**config.mk**
```make
export PLATFORM = sky130hd
export DESIGN_NAME = palette_section_fade
export DESIGN_NICKNAME = d
export VERILOG_FILES = /design/src/rtl/core/psf_pkg.sv /design/src/rtl/core/psf_div.sv /design/src/rtl/core/psf_ctrl.sv /design/src/rtl/core/psf_dp.sv /design/src/rtl/core/palette_section_fade.sv
export SDC_FILE = /design/constraint.sdc
export NUM_CORES = 2
export LEC_CHECK = 0
export BUFFER_PORTS_ARGS = -buffer_cell sky130_fd_sc_hd__buf_2
export CAP_MARGIN = 5
export CORE_AREA = 2 2 297 299
export CTS_CLUSTER_SIZE = 10
export DETAILED_ROUTE_END_ITERATION = 12
export DIE_AREA = 0 0 299 301
export PLACE_DENSITY = 0.88
export SYNTH_ARGS = -nofsm -noshare
export SYNTH_HDL_FRONTEND = slang
export SYNTH_SLANG_ARGS = --single-unit
```
**constraint.sdc**
```tcl
create_clock -name aclk -period 8.9 [get_ports aclk]
set_clock_uncertainty 0.15 [all_clocks]
set_input_delay 1.78 -clock aclk [delete_from_list [all_inputs] [get_ports aclk]]
set_output_delay 1.78 -clock aclk [all_outputs]
set_load 0.1 [all_outputs]
```
**src/rtl/core/psf_pkg.sv**
```systemverilog
// types, widths and constants shared by the palette section fade block
// no dependencies
package psf_pkg;

    localparam int TIME_W    = 32;
    localparam int PERIOD_W  = 16;
    localparam int COUNT_W   = 5;
    localparam int SECLEN_W  = 8;
    localparam int PIXEL_W   = 10;
    localparam int CHAN_W    = 8;
    localparam int ENTRY_W   = 4;
    localparam int SECIDX_W  = 6;
    localparam int CFG_AW    = 2;
    localparam int CFG_DW    = 16;
    localparam int COLOR_W   = 3 * CHAN_W;

    localparam int DIV_NUM_W = 24;
    localparam int DIV_DEN_W = 16;
    localparam int DIV_CNT_W = $clog2(DIV_NUM_W);

    localparam logic CMD_TICK  = 1'b0;
    localparam logic CMD_WRITE = 1'b1;

    localparam logic [PERIOD_W-1:0] PERIOD_ZERO_MS = 16'd50;
    localparam logic [CHAN_W-1:0]   FRACTION_TOP   = 8'd255;

    localparam logic [PERIOD_W-1:0] RST_PERIOD = 16'd50;
    localparam logic [COUNT_W-1:0]  RST_COUNT  = 5'd1;
    localparam logic [SECLEN_W-1:0] RST_SECLEN = 8'd0;
    localparam logic [PIXEL_W-1:0]  RST_PIXELS = 10'd64;

    typedef enum logic [CFG_AW-1:0] {
        REG_PERIOD,
        REG_COUNT,
        REG_SECLEN,
        REG_PIXELS
    } cfg_reg_t;

    typedef enum logic [3:0] {
        ST_IDLE,
        ST_ELAPSED,
        ST_NSEC_GO,
        ST_NSEC_WAIT,
        ST_FRAC_GO,
        ST_FRAC_WAIT,
        ST_PHASE_GO,
        ST_PHASE_WAIT,
        ST_READ,
        ST_MIX,
        ST_OUT
    } state_t;

    typedef enum logic [1:0] {
        DIV_NSEC,
        DIV_FRAC,
        DIV_PHASE
    } div_op_t;

    typedef struct packed {
        logic    accept_tick;
        logic    write_pal;
        logic    eval_elapsed;
        logic    div_start;
        div_op_t div_op;
        logic    cap_nsec;
        logic    cap_frac;
        logic    cap_phase;
        logic    read_pal;
        logic    load_out;
        logic    advance;
    } ctrl_cmd_t;

    typedef struct packed {
        logic div_done;
        logic nsec_zero;
        logic last_sec;
    } dp_status_t;

endpackage

```
**src/rtl/core/psf_div.sv**
```systemverilog
// iterative restoring divider, one quotient bit per cycle
// depends on psf_pkg
module psf_div (
    input  logic                           aclk,
    input  logic                           aresetn,
    input  logic                           start,
    input  logic [psf_pkg::DIV_NUM_W-1:0]  num_in,
    input  logic [psf_pkg::DIV_DEN_W-1:0]  den_in,
    output logic [psf_pkg::DIV_NUM_W-1:0]  quo_out,
    output logic [psf_pkg::DIV_DEN_W-1:0]  rem_out,
    output logic                           done
);
    import psf_pkg::*;

    logic [DIV_NUM_W-1:0] quo_reg;
    logic [DIV_DEN_W-1:0] rem_reg;
    logic [DIV_DEN_W-1:0] den_reg;
    logic [DIV_CNT_W-1:0] cnt_reg;
    logic                 busy_reg;
    logic                 done_reg;

    logic [DIV_DEN_W:0] shifted;
    logic [DIV_DEN_W:0] trial;
    logic               fits;

    always_comb begin
        shifted = {rem_reg, quo_reg[DIV_NUM_W-1]};
        trial   = shifted - {1'b0, den_reg};
        fits    = !trial[DIV_DEN_W];
    end

    always_ff @(posedge aclk) begin
        if (!aresetn) begin
            busy_reg <= 1'b0;
            done_reg <= 1'b0;
        end else begin
            done_reg <= 1'b0;
            if (start) begin
                busy_reg <= 1'b1;
            end else if (busy_reg && cnt_reg == DIV_CNT_W'(DIV_NUM_W - 1)) begin
                busy_reg <= 1'b0;
                done_reg <= 1'b1;
            end
        end
    end

    always_ff @(posedge aclk) begin
        if (start) begin
            quo_reg <= num_in;
            rem_reg <= '0;
            den_reg <= den_in;
            cnt_reg <= '0;
        end else if (busy_reg) begin
            rem_reg <= fits ? trial[DIV_DEN_W-1:0] : shifted[DIV_DEN_W-1:0];
            quo_reg <= {quo_reg[DIV_NUM_W-2:0], fits};
            cnt_reg <= cnt_reg + DIV_CNT_W'(1);
        end
    end

    assign quo_out = quo_reg;
    assign rem_out = rem_reg;
    assign done    = done_reg;

endmodule

```
**src/rtl/core/psf_ctrl.sv**
```systemverilog
// controller state machine: takes palette writes and sequences one tick through divisions and sections
// depends on psf_pkg
module psf_ctrl (
    input  logic                aclk,
    input  logic                aresetn,
    input  logic                s_valid,
    input  logic                s_cmd,
    output logic                s_ready,
    output logic                m_valid,
    input  logic                m_ready,
    output psf_pkg::ctrl_cmd_t  cmd,
    input  psf_pkg::dp_status_t status
);
    import psf_pkg::*;

    state_t state_reg;
    state_t state_next;

    always_ff @(posedge aclk) begin
        if (!aresetn) begin
            state_reg <= ST_IDLE;
        end else begin
            state_reg <= state_next;
        end
    end

    always_comb begin
        state_next = state_reg;
        unique case (state_reg)
            ST_IDLE: begin
                if (s_valid && s_cmd == CMD_TICK) begin
                    state_next = ST_ELAPSED;
                end
            end
            ST_ELAPSED:    state_next = ST_NSEC_GO;
            ST_NSEC_GO:    state_next = ST_NSEC_WAIT;
            ST_NSEC_WAIT: begin
                if (status.div_done) begin
                    state_next = ST_FRAC_GO;
                end
            end
            ST_FRAC_GO:    state_next = ST_FRAC_WAIT;
            ST_FRAC_WAIT: begin
                if (status.div_done) begin
                    state_next = ST_PHASE_GO;
                end
            end
            ST_PHASE_GO:   state_next = ST_PHASE_WAIT;
            ST_PHASE_WAIT: begin
                if (status.div_done) begin
                    state_next = status.nsec_zero ? ST_IDLE : ST_READ;
                end
            end
            ST_READ:       state_next = ST_MIX;
            ST_MIX:        state_next = ST_OUT;
            ST_OUT: begin
                if (m_ready) begin
                    state_next = status.last_sec ? ST_IDLE : ST_READ;
                end
            end
            default:       state_next = ST_IDLE;
        endcase
    end

    always_comb begin
        s_ready          = (state_reg == ST_IDLE);
        m_valid          = (state_reg == ST_OUT);
        cmd              = '0;
        cmd.div_op       = DIV_NSEC;
        cmd.accept_tick  = (state_reg == ST_IDLE) && s_valid && (s_cmd == CMD_TICK);
        cmd.write_pal    = (state_reg == ST_IDLE) && s_valid && (s_cmd == CMD_WRITE);
        cmd.eval_elapsed = (state_reg == ST_ELAPSED);
        unique case (state_reg)
            ST_NSEC_GO: begin
                cmd.div_start = 1'b1;
                cmd.div_op    = DIV_NSEC;
            end
            ST_FRAC_GO: begin
                cmd.div_start = 1'b1;
                cmd.div_op    = DIV_FRAC;
            end
            ST_PHASE_GO: begin
                cmd.div_start = 1'b1;
                cmd.div_op    = DIV_PHASE;
            end
            default: begin
                cmd.div_start = 1'b0;
            end
        endcase
        cmd.cap_nsec  = (state_reg == ST_NSEC_WAIT) && status.div_done;
        cmd.cap_frac  = (state_reg == ST_FRAC_WAIT) && status.div_done;
        cmd.cap_phase = (state_reg == ST_PHASE_WAIT) && status.div_done;
        cmd.read_pal  = (state_reg == ST_READ);
        cmd.load_out  = (state_reg == ST_MIX);
        cmd.advance   = (state_reg == ST_OUT) && m_ready;
    end

endmodule

```
**src/rtl/core/psf_dp.sv**
```systemverilog
// datapath: registers, palette memory, phase and time state, blend and outputs
// depends on psf_pkg and psf_div
module psf_dp #(
    parameter int MAX_SECTIONS           = 64,
    parameter int PALETTE_DEPTH          = 16,
    parameter int DEFAULT_SECTION_LENGTH = 3
) (
    input  logic                           aclk,
    input  logic                           aresetn,
    input  logic                           cfg_wr_en,
    input  logic [psf_pkg::CFG_AW-1:0]     cfg_addr,
    input  logic [psf_pkg::CFG_DW-1:0]     cfg_wdata,
    input  logic [psf_pkg::TIME_W-1:0]     s_now_ms,
    input  logic [psf_pkg::ENTRY_W-1:0]    s_entry_index,
    input  logic [psf_pkg::CHAN_W-1:0]     s_red_in,
    input  logic [psf_pkg::CHAN_W-1:0]     s_green_in,
    input  logic [psf_pkg::CHAN_W-1:0]     s_blue_in,
    input  psf_pkg::ctrl_cmd_t             cmd,
    output psf_pkg::dp_status_t            status,
    output logic [psf_pkg::SECIDX_W-1:0]   m_section_index,
    output logic [psf_pkg::PIXEL_W-1:0]    m_first_pixel,
    output logic [psf_pkg::CHAN_W-1:0]     m_red,
    output logic [psf_pkg::CHAN_W-1:0]     m_green,
    output logic [psf_pkg::CHAN_W-1:0]     m_blue,
    output logic                           m_last
);
    import psf_pkg::*;

    localparam int PAL_AW = $clog2(PALETTE_DEPTH);
    localparam int PAL_CW = $clog2(PALETTE_DEPTH + 1);
    localparam int NSEC_W = $clog2(MAX_SECTIONS + 1);

    function automatic logic [CHAN_W-1:0] mix_chan(input logic [CHAN_W-1:0] a,
                                                   input logic [CHAN_W-1:0] b,
                                                   input logic [CHAN_W-1:0] f);
        logic [CHAN_W-1:0]   diff_up;
        logic [CHAN_W-1:0]   diff_dn;
        logic [2*CHAN_W-1:0] prod_up;
        logic [2*CHAN_W-1:0] prod_dn;
        logic [2*CHAN_W:0]   dn_round;
        diff_up  = b - a;
        diff_dn  = a - b;
        prod_up  = {{CHAN_W{1'b0}}, diff_up} * {{CHAN_W{1'b0}}, f};
        prod_dn  = {{CHAN_W{1'b0}}, diff_dn} * {{CHAN_W{1'b0}}, f};
        dn_round = {1'b0, prod_dn} + (2*CHAN_W+1)'(255);
        if (b >= a) begin
            return a + prod_up[2*CHAN_W-1:CHAN_W];
        end
        return a - dn_round[2*CHAN_W-1:CHAN_W];
    endfunction

    // configuration registers
    logic [PERIOD_W-1:0] period_reg;
    logic [COUNT_W-1:0]  count_reg;
    logic [SECLEN_W-1:0] seclen_reg;
    logic [PIXEL_W-1:0]  pixels_reg;

    always_ff @(posedge aclk) begin
        if (!aresetn) begin
            period_reg <= RST_PERIOD;
            count_reg  <= RST_COUNT;
            seclen_reg <= RST_SECLEN;
            pixels_reg <= RST_PIXELS;
        end else if (cfg_wr_en) begin
            unique case (cfg_reg_t'(cfg_addr))
                REG_PERIOD: period_reg <= cfg_wdata[PERIOD_W-1:0];
                REG_COUNT:  count_reg  <= cfg_wdata[COUNT_W-1:0];
                REG_SECLEN: seclen_reg <= cfg_wdata[SECLEN_W-1:0];
                REG_PIXELS: pixels_reg <= cfg_wdata[PIXEL_W-1:0];
            endcase
        end
    end

    logic [PERIOD_W-1:0] per_eff;
    logic [PAL_CW-1:0]   cnt_eff;
    logic [SECLEN_W-1:0] len_eff;

    always_comb begin
        per_eff = (period_reg == '0) ? PERIOD_ZERO_MS : period_reg;
        if (count_reg == '0) begin
            cnt_eff = PAL_CW'(1);
        end else if (32'(count_reg) > 32'(PALETTE_DEPTH)) begin
            cnt_eff = PAL_CW'(PALETTE_DEPTH);
        end else begin
            cnt_eff = PAL_CW'(count_reg);
        end
        len_eff = (seclen_reg == '0) ? SECLEN_W'(DEFAULT_SECTION_LENGTH) : seclen_reg;
    end

    // phase and time state
    logic [TIME_W-1:0]   now_reg;
    logic [TIME_W-1:0]   last_adv_reg;
    logic [7:0]          phase_reg;
    logic [PERIOD_W-1:0] elapsed_reg;
    logic [TIME_W-1:0]   elapsed_raw;
    logic                period_done;

    assign elapsed_raw = now_reg - last_adv_reg;
    assign period_done = elapsed_raw >= TIME_W'(per_eff);

    always_ff @(posedge aclk) begin
        if (!aresetn) begin
            last_adv_reg <= '0;
            phase_reg    <= '0;
        end else if (cmd.eval_elapsed && period_done) begin
            last_adv_reg <= now_reg;
            phase_reg    <= phase_reg + 8'd1;
        end
    end

    always_ff @(posedge aclk) begin
        if (cmd.accept_tick) begin
            now_reg <= s_now_ms;
        end
        if (cmd.eval_elapsed) begin
            elapsed_reg <= period_done ? per_eff : elapsed_raw[PERIOD_W-1:0];
        end
    end

    // shared divider
    logic [DIV_NUM_W-1:0] div_num;
    logic [DIV_DEN_W-1:0] div_den;
    logic [DIV_NUM_W-1:0] div_quo;
    logic [DIV_DEN_W-1:0] div_rem;
    logic                 div_done;

    always_comb begin
        unique case (cmd.div_op)
            DIV_NSEC: begin
                div_num = DIV_NUM_W'(pixels_reg);
                div_den = DIV_DEN_W'(len_eff);
            end
            DIV_FRAC: begin
                div_num = {8'b0, elapsed_reg} * {16'b0, FRACTION_TOP};
                div_den = per_eff;
            end
            DIV_PHASE: begin
                div_num = DIV_NUM_W'(phase_reg);
                div_den = DIV_DEN_W'(cnt_eff);
            end
            default: begin
                div_num = DIV_NUM_W'(pixels_reg);
                div_den = DIV_DEN_W'(len_eff);
            end
        endcase
    end

    psf_div u_div (
        .aclk    (aclk),
        .aresetn (aresetn),
        .start   (cmd.div_start),
        .num_in  (div_num),
        .den_in  (div_den),
        .quo_out (div_quo),
        .rem_out (div_rem),
        .done    (div_done)
    );

    // section walk
    logic [NSEC_W-1:0]  nsec_reg;
    logic [CHAN_W-1:0]  frac_reg;
    logic [NSEC_W-1:0]  sec_reg;
    logic [PIXEL_W-1:0] first_pix_reg;
    logic [PAL_AW-1:0]  cur_c_reg;
    logic [PAL_CW-1:0]  c_inc;
    logic [PAL_AW-1:0]  nxt_c;
    logic [NSEC_W-1:0]  sec_inc;

    assign c_inc   = PAL_CW'(cur_c_reg) + PAL_CW'(1);
    assign nxt_c   = (c_inc == cnt_eff) ? '0 : PAL_AW'(c_inc);
    assign sec_inc = sec_reg + NSEC_W'(1);

    always_ff @(posedge aclk) begin
        if (cmd.cap_nsec) begin
            nsec_reg <= (div_quo > DIV_NUM_W'(MAX_SECTIONS)) ? NSEC_W'(MAX_SECTIONS)
                                                              : NSEC_W'(div_quo);
        end
        if (cmd.cap_frac) begin
            frac_reg <= div_quo[CHAN_W-1:0];
        end
        if (cmd.cap_phase) begin
            cur_c_reg     <= PAL_AW'(div_rem);
            sec_reg       <= '0;
            first_pix_reg <= '0;
        end else if (cmd.advance) begin
            cur_c_reg     <= nxt_c;
            sec_reg       <= sec_inc;
            first_pix_reg <= first_pix_reg + PIXEL_W'(len_eff);
        end
    end

    // palette memory
    logic [COLOR_W-1:0] pal_mem [PALETTE_DEPTH];
    logic [COLOR_W-1:0] rd_a_reg;
    logic [COLOR_W-1:0] rd_b_reg;

    always_ff @(posedge aclk) begin
        if (cmd.write_pal && 32'(s_entry_index) < 32'(PALETTE_DEPTH)) begin
            pal_mem[PAL_AW'(s_entry_index)] <= {s_red_in, s_green_in, s_blue_in};
        end
        if (cmd.read_pal) begin
            rd_a_reg <= pal_mem[cur_c_reg];
            rd_b_reg <= pal_mem[nxt_c];
        end
    end

    // output register
    always_ff @(posedge aclk) begin
        if (cmd.load_out) begin
            m_section_index <= SECIDX_W'(sec_reg);
            m_first_pixel   <= first_pix_reg;
            m_red   <= mix_chan(rd_a_reg[3*CHAN_W-1:2*CHAN_W],
                                rd_b_reg[3*CHAN_W-1:2*CHAN_W], frac_reg);
            m_green <= mix_chan(rd_a_reg[2*CHAN_W-1:CHAN_W],
                                rd_b_reg[2*CHAN_W-1:CHAN_W], frac_reg);
            m_blue  <= mix_chan(rd_a_reg[CHAN_W-1:0], rd_b_reg[CHAN_W-1:0], frac_reg);
            m_last  <= (sec_inc == nsec_reg);
        end
    end

    assign status.div_done  = div_done;
    assign status.nsec_zero = (nsec_reg == '0);
    assign status.last_sec  = m_last;

endmodule

```
**src/rtl/core/palette_section_fade.sv**
```systemverilog
// top level of the palette section fade block: controller plus datapath
// depends on psf_pkg, psf_ctrl, psf_dp
//
//  channel  | handshake              | payload
//  ---------+------------------------+--------------------------------------------
//  s_       | s_valid / s_ready      | cmd, now_ms, entry_index, red/green/blue_in
//  m_       | m_valid / m_ready      | section_index, first_pixel, red/green/blue, last
//  cfg_     | cfg_wr_en              | cfg_addr, cfg_wdata
//
// a palette write is taken from idle; a tick runs setup through three passes of the
// 24-step shared divider (section count, fraction, phase), then one palette read pair
// and a blend per section
// one item at a time: s_ready is low from a tick's acceptance to its last result
// m_ready low holds the current result and stretches the tick by the stall
// synchronous active-low reset returns to idle with phase and time cleared
module palette_section_fade #(
    parameter int MAX_SECTIONS           = 64,
    parameter int PALETTE_DEPTH          = 16,
    parameter int DEFAULT_SECTION_LENGTH = 3
) (
    input  logic                          aclk,
    input  logic                          aresetn,
    input  logic                          cfg_wr_en,
    input  logic [psf_pkg::CFG_AW-1:0]    cfg_addr,
    input  logic [psf_pkg::CFG_DW-1:0]    cfg_wdata,
    input  logic                          s_valid,
    output logic                          s_ready,
    input  logic                          s_cmd,
    input  logic [psf_pkg::TIME_W-1:0]    s_now_ms,
    input  logic [psf_pkg::ENTRY_W-1:0]   s_entry_index,
    input  logic [psf_pkg::CHAN_W-1:0]    s_red_in,
    input  logic [psf_pkg::CHAN_W-1:0]    s_green_in,
    input  logic [psf_pkg::CHAN_W-1:0]    s_blue_in,
    output logic                          m_valid,
    input  logic                          m_ready,
    output logic [psf_pkg::SECIDX_W-1:0]  m_section_index,
    output logic [psf_pkg::PIXEL_W-1:0]   m_first_pixel,
    output logic [psf_pkg::CHAN_W-1:0]    m_red,
    output logic [psf_pkg::CHAN_W-1:0]    m_green,
    output logic [psf_pkg::CHAN_W-1:0]    m_blue,
    output logic                          m_last
);
    import psf_pkg::*;

    ctrl_cmd_t  cmd;
    dp_status_t status;

    psf_ctrl u_ctrl (
        .aclk    (aclk),
        .aresetn (aresetn),
        .s_valid (s_valid),
        .s_cmd   (s_cmd),
        .s_ready (s_ready),
        .m_valid (m_valid),
        .m_ready (m_ready),
        .cmd     (cmd),
        .status  (status)
    );

    psf_dp #(
        .MAX_SECTIONS           (MAX_SECTIONS),
        .PALETTE_DEPTH          (PALETTE_DEPTH),
        .DEFAULT_SECTION_LENGTH (DEFAULT_SECTION_LENGTH)
    ) u_dp (
        .aclk            (aclk),
        .aresetn         (aresetn),
        .cfg_wr_en       (cfg_wr_en),
        .cfg_addr        (cfg_addr),
        .cfg_wdata       (cfg_wdata),
        .s_now_ms        (s_now_ms),
        .s_entry_index   (s_entry_index),
        .s_red_in        (s_red_in),
        .s_green_in      (s_green_in),
        .s_blue_in       (s_blue_in),
        .cmd             (cmd),
        .status          (status),
        .m_section_index (m_section_index),
        .m_first_pixel   (m_first_pixel),
        .m_red           (m_red),
        .m_green         (m_green),
        .m_blue          (m_blue),
        .m_last          (m_last)
    );

endmodule

```
Word level (Yosys, flattened, before mapping)
Memory sizes are Yosys's and may differ from the RTL's. A register that Yosys moved wholly into a read port is not among the register bits.
Index checks and enable logic that the tools add are counted.
{ "totals": {"ff_bits": 271, "mem_bits_rw": 384, "in_bits": 84, "output_inout_bits": 43, "wordCells": 154, "mem_count": 1} }
{ "classes": {"addsub": 22, "n_mul": 7, "magnitude_cmp": 6, "eq_ne": 23, "muxes": 40, "n_bitwise": 2, "reduce_logical": 27} }
{ "memory_table": {"columns": ["name", "depth", "word_bits", "read_ports", "rd_clocked_by_memory_dff", "wr", "line_no", "rtl"], "rows": [
  ["u_dp.pal_mem", 16, 24, 2, 2, 1, "psf_dp.sv:193", "logic [COLOR_W-1:0] pal_mem [PALETTE_DEPTH];"]
]} }
{ "ops": {"columns": ["operator", "count"], "rows": [
  ["8-bit by 8-bit multiplier with 16-bit output", 6],
  ["8-bit subtractor", 9],
  ["8-bit 2-to-1 mux", 7],
  ["16-bit by 8-bit adder with 16-bit output (second input constant)", 3],
  ["16-bit 2-to-1 mux", 3],
  ["24-bit 2-to-1 mux", 2],
  ["24-bit one-hot mux with 2 select lines", 1],
  ["4-bit one-hot mux with 11 select lines", 1],
  ["4-bit 2-to-1 mux", 10],
  ["32-bit by 16-bit greater-or-equal comparator with 1-bit output", 1],
  ["16-bit one-hot mux with 2 select lines", 1],
  ["32-bit subtractor", 1],
  ["8-bit adder", 3],
  ["8-bit greater-or-equal comparator", 3],
  ["24-bit by 7-bit greater-than comparator with 1-bit output (second input constant)", 1],
  ["16-bit by 8-bit multiplier with 24-bit output (second input constant)", 1],
  ["17-bit by 16-bit subtractor with 17-bit output", 1],
  ["4-bit by 3-bit == test with 1-bit output (second input constant)", 4],
  ["16-bit zero test", 1],
  ["4-bit == test (second input constant)", 3],
  ["1-bit 2-to-1 mux", 12],
  ["10-bit by 8-bit adder with 10-bit output", 1],
  ["1-bit logical AND", 10],
  ["5-bit 2-to-1 mux", 2],
  ["26 further kinds", 40]
]} }

Logic depth before layout (Yosys ltp)
{ "logic_depth": {"word_depth": 7, "ltp_mapped": 36, "mapped_depth_nobuf": 36} }

Modules after synthesis
A second synthesis with hierarchy kept.
{ "unflattened": {"cells_unflattened": 4970, "hier_area_um2": 52029.9} }
{ "modules_own_cells": {"columns": ["mod", "instances", "cells_per_inst", "area_per_inst_um2", "seq_area_each_um2"], "rows": [
  ["psf_dp", 1, 4620, 48297.6, 18137.4],
  ["psf_div", 1, 299, 3357.0, 1661.6],
  ["psf_ctrl", 1, 51, 375.4, 80.1]
]} }

Least setup slack after synthesis
No wires, ideal clock.
{ "synth_timing": {"kind": "reg2reg", "startpoint": "register u_dp.rd_a_reg[0], read port of u_dp.pal_mem", "endpoint": "register u_dp.m_blue[7] in the netlist's numbering (data pin)", "setup_ns": 0.260, "t_arrival_ns": 7.699, "path_slack_ns": 0.791, "stages_incl_launch_ff": 37, "synth_period_minus_slack_ns": 8.109, "path_cell_list": "edfxtp_1 > inv_1 > ha_1 > inv_1 > fa_1 > a21o_1 > a21oi_1 > o21bai_1 > a21oi_1 > xnor2_1 > nand2_1 > fa_1 > inv_1 > fa_1 > fa_1 > inv_1 > fa_1 > inv_1 > ha_1 > or4_1 > a221oi_1 > a21oi_1 > a21oi_1 > xor2_1 > ha_1 > o21ai_0 > a21o_1 > mux2_2 > a21oi_1 > xnor2_1 > a21oi_1 > ha_1 > a21oi_1 > o21bai_1 > a21oi_1 > xnor2_1 > xnor2_1"} }
{ "synth_via": {"elab_chain_cells": 5, "word_cells_on_any_way": 12, "classes_between": "add/sub (5); mul (2); order compare (1); mux (4)"} }
{ "synth_rtl": {"columns": ["item", "line_no", "rtl"], "rows": [
  ["start, declared", "psf_dp.sv:194", "logic [COLOR_W-1:0] rd_a_reg;"],
  ["8-bit subtractor (on tied branches)", "psf_dp.sv:42, psf_dp.sv:41", null],
  ["8-bit by 8-bit multiplier with 16-bit output (on tied branches)", "psf_dp.sv:44, psf_dp.sv:43", null],
  ["16-bit by 8-bit adder with 16-bit output / 8-bit adder (equally long branches)", "psf_dp.sv:45, psf_dp.sv:47", null],
  ["8-bit subtractor / 8-bit 2-to-1 mux (equally long branches)", "psf_dp.sv:49, psf_dp.sv:46", null],
  ["8-bit 2-to-1 mux *", "psf_dp.sv:49", "return a - dn_round[2*CHAN_W-1:CHAN_W];"],
  ["end signal, assigned", "psf_dp.sv:216", "m_blue <= mix_chan(rd_a_reg[CHAN_W-1:0], rd_b_reg[CHAN_W-1:0], frac_reg);"],
  ["end, declared", "psf_dp.sv:24", "output logic [psf_pkg::CHAN_W-1:0] m_blue,"]
]} }
Mark *: on every way between the ends. The rest lies on a longest branch, timed or not. The select of a mux whose other input is x is not followed.
A chain may end at the register's enable or synchronous reset.

Worst setup path after layout
Ends and elaborated chain as after synthesis.

==> flow_summary.json <==
{
  "minimum_setup_slack_among_reg_to_reg_paths_ns": 0.50,
  "period_share_pct": 94.4,
  "initial_core_util_pct": 59.9,
  "syn-mean-instance-area_um2": 10.5,
  "cts_num_sinks": 703,
  "synth_ff_type": "sky130_fd_sc_hd__edfxtp_1",
  "post_route_cells_drive_above_1_share_pct": 9.86,
  "die_width_um": 299,
  "grt_pass1_vias": 39168,
  "fp-row-count": 108,
  "final_instance_count_excl_fillers": 6141,
  "synth_top_area_share_pct": 33.6,
  "cpMaxStageDelayCell": "sky130_fd_sc_hd__fa_1",
  "yosys_warnings": 0,
  "detail_route.wl_per_cell_um": 21.3,
  "flow.area_growth_from_synthesis_pct": 8.20,
  "synth_async_sr_flop_share_pct": 0,
  "largest_register_ff_count": 384,
  "seq_total_area_yosys_pct": 38.4,
  "maxClockFrequency_ghz": 0.119,
  "synth_enable_flop_cells": 580,
  "core_region_area_mm2": 0.0865,
  "result_of_the_run": "completed",
  "synth.lib_cells_used.distinct": 95,
  "htree_levels": 3,
  "gpl.final_weighted_congestion": 0.916,
  "drtPass1Iterations": 7,
  "vias_per_cell": 6.35,
  "route.detailed.drc": 0,
  "path_max_fanout": 7,
  "ant_nets": 0,
  "cts.path.max_buffers": 3,
  "fp.dieArea_mm2": 0.0900,
  "synth_most_common_cell": "sky130_fd_sc_hd__edfxtp_1",
  "cts.clk_slew.worst_paths_ns": 0.06,
  "finalMaxSlewViolations": 0,
  "post-route-min-period_ns": 8.40,
  "finalNetCount": 5723,
  "setup.worst_path.start_class": "flop",
  "criticalPathCategory": "flop to flop",
  "maxCapViolations": 0,
  "ir_worst_vdd_mv": 0.348,
  "track_usage_pct": 29.0,
  "final_hold_vio_count": 0,
  "synth.net_count": 5690,
  "total_routed_length_um": 131000,
  "power_leakage_nw": 23.2,
  "dpl.cell_count": 6012,
  "max_slew.worst_pin.slew_ns": 1.33,
  "antenna_found_initial": 12,
  "grt_pass1_wl_um": 208000,
  "worst_path_largest_cell_delay_ns": 0.55,
  "count_of_state_elements_after_synthesis": 703,
  "clock_insertion_delay_worst_skew_ns": 0.67,
  "hold_path_class": "flop to flop",
  "netlist_area_mm2": 0.0518,
  "timing.max_slew.rel_slack_pct": 11.5,
  "dr_total_vias": 38987,
  "setup-tns-final_ns": 0,
  "worst_path_arrival_time_ns": 8.67,
  "power.density_mw_per_mm2": 168,
  "fillerInstances": 6176,
  "final_core_density_pct": 64.8,
  "synthTopCellsByCount": "sky130_fd_sc_hd__edfxtp_1, sky130_fd_sc_hd__inv_1, sky130_fd_sc_hd__nand2_1",
  "maximum_number_of_pins_on_one_net_before_global_route_repair": 150,
  "cts_root_buffer": "sky130_fd_sc_hd__clkbuf_16",
  "hpwlAfterDp_um": 87800,
  "tritoncts": "done",
  "cts_buffers": 83,
  "post_synth_main_area_contributors": "sky130_fd_sc_hd__edfxtp_1, sky130_fd_sc_hd__fa_1, sky130_fd_sc_hd__ha_1",
  "design.portCount": 127,
  "post_synth_inst_count": 4911,
  "setup.worst_path.end_class": "flop",
  "initialDrtViolationCount": 4580,
  "synthDominantAreaCellType": "sky130_fd_sc_hd__edfxtp_1",
  "setup_viol_count_final": 0,
  "port_buf_inserts": 126,
  "floorplan.die.height_um": 301,
  "required_ns": 9.17,
  "global_route.overflow_total": 0
}
power by group:
part	switching, mW	internal (mW)	leakage (nW)
Sequential	0.110	3.67	6.19
Combinational	1.46	1.09	15.9
Clock	1.35	1.73	1.16
critical path, delay by kind of cell, from the launching register on:
family                   cells  cell delay, ns
XOR/XNOR                     5            0.77
buffers and inverters        6            0.49
AND/OR/NAND/NOR              2            0.54
multiplexers                 1            0.25
AO/OA/AOI/OAI               14            2.25
flip-flops                   1            0.42
adder cells (fa/ha/maj)      9            3.30
cell families after synthesis:
logic type      after synthesis  synth area share, %
flops                       703                 38.4
buf+inv                     816                 5.99
mux                         334                 7.85
compound gates              998                 12.0
xor+xnor                    195                 3.36
simple gates               1170                 11.1
fa+ha+maj                   695                 21.3
cell usage in the layout (no fill, tap or decap), drive strengths merged, types with 20 or more instances in the layout:
cell type / n
buf: 187
o21ai: 289
o221ai: 25
inv: 581
dfxtp: 123
nor2b: 41
a221oi: 59
nand2: 429
mux4: 48
nand2b: 41
a21o: 52
o21bai: 40
xor2: 67
nor4: 20
clkbuf: 110
and3: 23
nor3b: 29
nand3: 98
and2: 182
nor3: 41
a21oi: 329
mux2i: 189
fa: 310
xnor2: 127
ha: 385
mux2: 97
nor2: 183
nand4: 26
a22oi: 28
edfxtp: 580
cell type report:
type                       instances  area, µm²  area share [%]
inverter                         577       2170            3.87
multi-input combinational       3392      29000            51.8
clock inverter                    13        191           0.342
clock buffer                     110       2200            3.92
sequential                       703      19900            35.5
tap                             1155       1450            2.58
antenna                            4       10.0          0.0179
timing repair buffer             187       1100            1.97
path summary, 6_finish.rpt:
| path | endpoint | depth (start not counted) | start |
|---|---|---|---|
| min reg2reg | u_dp.m_first_pixel[9]$_DFFE_PP_ | 0 | u_dp.first_pix_reg[9]$_SDFFE_PP0P_ |
| max | u_dp.m_blue[7]$_DFFE_PP_ | 37 | u_dp.rd_a_reg[0]$_DFFE_PP_ |
| min | u_dp.m_first_pixel[9]$_DFFE_PP_ | 0 | u_dp.first_pix_reg[9]$_SDFFE_PP0P_ |
| max reg2reg | u_dp.m_blue[7]$_DFFE_PP_ | 37 | u_dp.rd_a_reg[0]$_DFFE_PP_ |
layer usage:
| metal | GRT usage (%) | vias to the layer above | share of wire (%) |
|---|---|---|---|
| met2 | 47.4 | 2325 | 47 |
| met1 | 38.3 | 18911 | 38 |
| met4 | 11.6 | 16 | 3.9 |
| met3 | 5.80 | 461 | 11 |
| li1 | - | 17274 | - |
| met5 | 0 | - | 0.073 |
what timing repair did:
action                     in CTS  in global routing
resized for setup               1                 11
pin swaps                       0                  3
setup endpoints to repair       1                  5
hold buffers                    0                  0
buffers inserted                0                  2
cloned                          0                  0
per-stage QoR:
step                hold slack, ns  cell area (µm²)  power [mW]  setup WS (ns)
floorplan                    0.278            51800        5.81          0.791
global placement             0.295            53500        6.21          0.294
detailed placement           0.295            53500        6.33        -0.0575
CTS                          0.304            55900        9.41         0.0177
global route                 0.314            56000        9.88        -0.0583
finish                       0.305            56000        9.42          0.495
Note: power is estimated with default switching activity, not from simulation.
